**config.mk**
```make
export PLATFORM = sky130hd
export DESIGN_NAME = pcvr_div_step
export DESIGN_NICKNAME = d
export VERILOG_FILES = /design/src/hw/rtl/pcvr_pkg.sv /design/src/hw/rtl/pcvr_div_step.sv
export SDC_FILE = /design/constraint.sdc
export NUM_CORES = 1
export LEC_CHECK = 0
export ABC_AREA = 1
export BUFFER_PORTS_ARGS = -buffer_cell sky130_fd_sc_hd__buf_2
export CELL_PAD_IN_SITES_DETAIL_PLACEMENT = 2
export CELL_PAD_IN_SITES_GLOBAL_PLACEMENT = 2
export CORE_AREA = 3 3 296 298
export CTS_BUF_LIST = sky130_fd_sc_hd__clkbuf_8
export DETAILED_ROUTE_END_ITERATION = 10
export DIE_AREA = 0 0 299 301
export GPL_TIMING_DRIVEN = 1
export PLACE_DENSITY_LB_ADDON = 0.1
export SETUP_SLACK_MARGIN = 0.15
export SYNTH_ARGS = -nofsm -noshare
export SYNTH_HDL_FRONTEND = slang
export SYNTH_SLANG_ARGS = --single-unit
```
**constraint.sdc**
```tcl
create_clock -name clk -period 23.1 [get_ports clk]
set_input_delay 1.155 -clock clk [delete_from_list [all_inputs] [get_ports clk]]
set_output_delay 1.155 -clock clk [all_outputs]
set_load 0.02 [all_outputs]
```
**src/hw/rtl/pcvr_pkg.sv**
```systemverilog
// pcvr_pkg: widths, the word that travels down the pipeline and the saturation helper
// used by the front end, the divider steps and the back end of the contact velocity resolve unit; no dependencies
package pcvr_pkg;

  localparam int VW  = 32;  // velocity, signed q16.16
  localparam int NW  = 16;  // normal component, signed q2.14
  localparam int IW  = 31;  // inverse mass, unsigned q15.16
  localparam int EW  = 17;  // restitution, q1.16
  localparam int DVW = 36;  // velocity change magnitude
  localparam int QW  = 33;  // mass ratio quotient, q1.32 up to 1.0
  localparam int RW  = 32;  // divider remainder
  localparam int DW  = 40;  // per-axis velocity delta
  localparam int DIV_STEPS = 32;

  typedef logic [2:0][VW-1:0] vec3_t;
  typedef logic [2:0][NW-1:0] nrm3_t;

  // word between the front end, the divider steps and the back end
  typedef struct packed {
    vec3_t           v1;
    vec3_t           v2;
    nrm3_t           n;
    logic [DVW-1:0]  dv;
    logic [VW-1:0]   total;
    logic [RW-1:0]   rem;
    logic [QW-1:0]   quo;
    logic            applied;
    logic            swap;
  } pkt_t;

  function automatic logic [VW-1:0] sat32(input logic signed [DW+1:0] x);
    logic signed [DW+1:0] hi;
    logic signed [DW+1:0] lo;
    hi = (DW+2)'(signed'(33'sh0_7FFF_FFFF));
    lo = (DW+2)'(signed'(33'sh1_8000_0000));
    if (x > hi) begin
      return 32'h7FFF_FFFF;
    end else if (x < lo) begin
      return 32'h8000_0000;
    end else begin
      return x[VW-1:0];
    end
  endfunction

endpackage

```
**src/hw/rtl/pcvr_div_step.sv**
```systemverilog
// pcvr_div_step: one registered restoring-division step, one quotient bit
// uses pcvr_pkg
module pcvr_div_step (
  input  logic           clk,
  input  logic           rst_n,
  input  logic           up_valid,
  output logic           up_ready,
  input  pcvr_pkg::pkt_t up_pkt,
  output logic           dn_valid,
  input  logic           dn_ready,
  output pcvr_pkg::pkt_t dn_pkt
);
  import pcvr_pkg::*;

  pkt_t        pkt_r, pkt_nxt;
  logic        vld_r;
  logic [RW:0] rem2;
  logic [RW:0] diff;
  logic        ge;

  assign up_ready = !vld_r || dn_ready;

  always_comb begin
    rem2 = {up_pkt.rem, 1'b0};
    diff = rem2 - {1'b0, up_pkt.total};
    ge   = (rem2 >= {1'b0, up_pkt.total});
    pkt_nxt     = up_pkt;
    pkt_nxt.rem = ge ? diff[RW-1:0] : rem2[RW-1:0];
    pkt_nxt.quo = {up_pkt.quo[QW-2:0], ge};
  end

  always_ff @(posedge clk) begin
    if (!rst_n) begin
      vld_r <= 1'b0;
    end else if (up_ready) begin
      vld_r <= up_valid;
    end
  end

  always_ff @(posedge clk) begin
    if (up_ready && up_valid) pkt_r <= pkt_nxt;
  end

  assign dn_valid = vld_r;
  assign dn_pkt   = pkt_r;

endmodule

```
Yosys cells after proc, flatten, opt, wreduce, memory -nomap -nowiden
Cells that the tools add are included.
- bits in registers: 376
- input port bits: 379
- output and inout port bits: 377
- word-level logic and storage cells: 23
- add/subtract/negate cells: 1
- magnitude comparators: 1
- muxes and demuxes: 1
- reductions and logical operators: 3
- operators with widths (cell ; number):
    33-bit by 32-bit greater-or-equal comparator with 1-bit output ; 1
    32-bit two-way mux ; 1
    32-bit subtractor ; 1
    1-bit logical AND ; 1
    1-bit logical NOT ; 1
    1-bit logical OR ; 1

Logic depth before layout (Yosys ltp)
- word-level depth: 3
- mapped depth: 16

Least setup slack after synthesis
No wires, ideal clock.
- kind: input port to flip-flop
- start: input port up_valid
- end: register pkt_r (netlist bit dn_pkt[0]), enable pin
- arrival time: 19149 ps
- required time: 21861 ps
- slack: 2712 ps
- stages on the path: 2
- buffers on the path: 0
- cell sequence: inv_1 -> a21oi_1
- word-level cells in the longest chain between the ends: 1
- RTL lines (element ; line ; RTL):
    start: declaration ; pcvr_div_step.sv:6 ; input logic up_valid,
    1-bit logical AND ; pcvr_div_step.sv:41 ; if (up_ready && up_valid) pkt_r <= pkt_nxt;
    end signal: assignment ; pcvr_div_step.sv:41 ;
    end: declaration ; pcvr_div_step.sv:15 ; pkt_t pkt_r, pkt_nxt;
Every way passes these cells.
A chain may end at the register's enable or synchronous reset.

Final worst setup path
- start: input port up_valid
- end: register pkt_r (netlist bit dn_pkt[243]), enable pin
Same word-level chain as after synthesis.

==> summary.txt <==
Layout cells sized above 1 -> 0.457
Core area -> 85100 um^2
I/O Pins -> 756
Maxcap violations -> 0
Critical Path End -> dn_pkt[243]$_DFFE_PP_
Post-synthesis cell type count -> 29
GRT Max-Usage Layer -> met2
Row cnt -> 107
Setup CP Type -> input pin to flip-flop
Clk_lat worst skew -> 0.66 ns
Worst Clk Skew -> 0.0502 ns
Post-synth top area cell -> edfxtp_1
Routing usage on met3 -> 0.0591
Final net count -> 2270
H-tree depth -> 3
Async SR Flop Fraction -> 0
Wirelength per Cell -> 24.7 um
Crit path launch -> up_valid
Clock transition at path regs -> 0.06 ns
Hold Crit Class -> flip-flop to flip-flop
Initial DRC count -> 485
Worst Slack Setup Final -> 19.57 ns
Die area -> 90000 um^2
Fmax -> 0.284 GHz
Area grow syn2layout -> 46.4%
CTS tree -> yes
Count leader, synth -> edfxtp_1
Synth Register Bits -> 376
Synth top cells by count -> 375 x edfxtp_1, 277 x nand2_1, 151 x inv_1
CTS resizes -> 0
FF-to-FF End -> dn_pkt[243]$_DFFE_PP_
Slew HR -> 0.258
Reg2Reg Depth -> 4
Synth area leaders -> edfxtp_1 78%, nand2_1 7.2%, inv_1 3.9%
Type of destination of the critical path -> flip-flop
Min Hold Slack -> 0.648 ns
Initial antenna violation count -> 42
Vias in the first global route -> 12200
Post-route cell area -> 21100 um^2
Post-DP Area -> 19600 um^2
Initial core utilization -> 0.170
Clock buffer count from CTS -> 77
Max FO, Critical Path -> 70
Critical Path, Cell by Cell -> buf_2 -> inv_1 -> a21oi_4 -> buf_4 -> buf_4 -> buf_4
Syn nets -> 1440
Via density -> 3.67
Slowest stage cell, crit path -> buf_4
Fillers -> 9614
Yosys warning count -> 0
Final wirelength -> 76000 um
Final-report max-slew violation count -> 0
# DRC -> 0
Met1 Resource Use GR -> 0.180
Startpoint types -> input pin
DRT Pass-1 Iters -> 4
Post-CTS setup repair buffer count -> 0
Gr usage total -> 0.162
Outcome -> finished, final reports clean
Mapped Area -> 14400 um^2
Cts hold-fix bufs -> 0
Final setup TNS -> 0 ns
Pleak -> 9.62 nW
WP data arrival -> 3.79 ns
Congestion Overflow GR -> 0
Most used cell, CP -> buf_4
Chip Width -> 299 um
Top cell type's share of synthesized area -> 0.779
Clock buffer depth -> 3
Number of enable flip-flop cells after synthesis -> 375
Unrepaired setup endpoints after global routing -> false
VDD IR max -> 0.0000293 V
First-pass GRT wire length -> 101000 um
Worst path required time -> 23.37 ns
# clock sinks -> 376
Worst R2R Setup Slack -> 19.91 ns
Synth Flop Type -> edfxtp_1
Final Hold Fails -> 0
Mean post-synth cell area -> 14.1 um^2
Setup violations, final -> 0
Power Density -> 83.3 nW/um^2
Clk root buf -> clkbuf_8
Reg2Reg Launch Point -> dn_valid$_SDFFE_PN0N_
DP HPWL -> 63400 um
Final ANT Viol Nets -> 0
Final min period -> 3.53 ns
Final period utilization -> 0.153
Total number of vias -> 11300
GPL Wtd Cong -> 0.866
Gate Count Post-Synth -> 1028
Met2 Resource Use GR -> 0.286
Largest net degree at the start of global routing -> 80
Register area share after synthesis -> 0.781
Place WS -> 18.83 ns
Slew @ Worst Pin -> 1.11 ns
Worst path max stage delay -> 0.85 ns
Port Buffers -> 754
Die H -> 301 um
## per-layer routing
layer,vias to the layer above,wire (um)
li1,5201,-
met1,5495,29000
met2,440,39100
met3,145,5970
met4,10,1920
met5,-,58
## cells by family after synthesis
| logic type | share of synthesized area |
|---|---|
| AND/OR/NAND/NOR | 0.127 |
| flip-flops | 0.781 |
| buffers and inverters | 0.0448 |
| adder cells (fa/ha/maj) | 0.0291 |
| AO/OA/AOI/OAI | 0.00987 |
| XOR/XNOR | 0.00849 |
## registers in the layout (all words and copies together) (netlist names)
| name | flops |
|---|---|
| dn_pkt | 375 |
| dn_valid | 1 |
## worst min-delay path by stage
stage	from	end	slack [ns]	cells after the start
finish	dn_valid$_SDFFE_PN0N_	dn_valid$_SDFFE_PN0N_	0.65	2
global route	up_pkt[345]	dn_pkt[345]$_DFFE_PP_	0.59	1
CTS	up_pkt[345]	dn_pkt[345]$_DFFE_PP_	0.57	1
detailed placement	dn_valid$_SDFFE_PN0N_	dn_valid$_SDFFE_PN0N_	0.63	2
global placement	dn_valid$_SDFFE_PN0N_	dn_valid$_SDFFE_PN0N_	0.62	2
floorplan	dn_valid$_SDFFE_PN0N_	dn_valid$_SDFFE_PN0N_	0.73	2
## cells in the final DEF, fill, tap and decap left out, drive strengths merged
cell	netlist	layout
a21boi	1	1
a21o	2	2
a21oi	23	23
and2	8	8
buf	10	761
bufinv	0	5
clkbuf	0	77
clkinv	0	25
clkinvlp	0	2
dfxtp	1	1
diode	0	17
edfxtp	375	375
fa	1	1
ha	32	32
inv	151	177
nand2	282	282
nand3	66	66
nand3b	10	10
nand4	3	3
nor2	39	39
nor3	9	9
o21ai	1	1
xnor2	1	1
xor2	13	13
## where the power goes
part / internal (mW) / total [mW] / switching [mW]
Clock: 0.369 / 0.685 / 0.316
Combinational: 0.0770 / 0.258 / 0.181
Sequential: 0.806 / 0.818 / 0.0117
## layout make-up
type	instances	area, um^2	share of cell area
Antenna cell	17	42.5	0.00201
Clock inverter	58	409	0.0193
Timing Repair Buffer	761	3830	0.181
Multi-Input combinational cell	491	2530	0.120
Sequential cell	376	11300	0.533
Tap cell	1144	1430	0.0677
Inverter	151	567	0.0268
Clock buffer	77	1060	0.0501
## critical path, delay by kind of cell
family	cells	cell delay [ns]
compound gates	1	0.14
buf+inv	5	2.38
## metrics by stage
step / power (mW) / std cells / utilization
floorplan: 0.989 / 1028 / -
global placement: 1.10 / 2923 / 0.231
detailed placement: 1.10 / 2923 / 0.231
CTS: 1.81 / 3058 / 0.248
global route: 1.86 / 3064 / 0.248
finish: 1.76 / 3075 / 0.248
No activity file was read; power rests on OpenSTA's default activity.
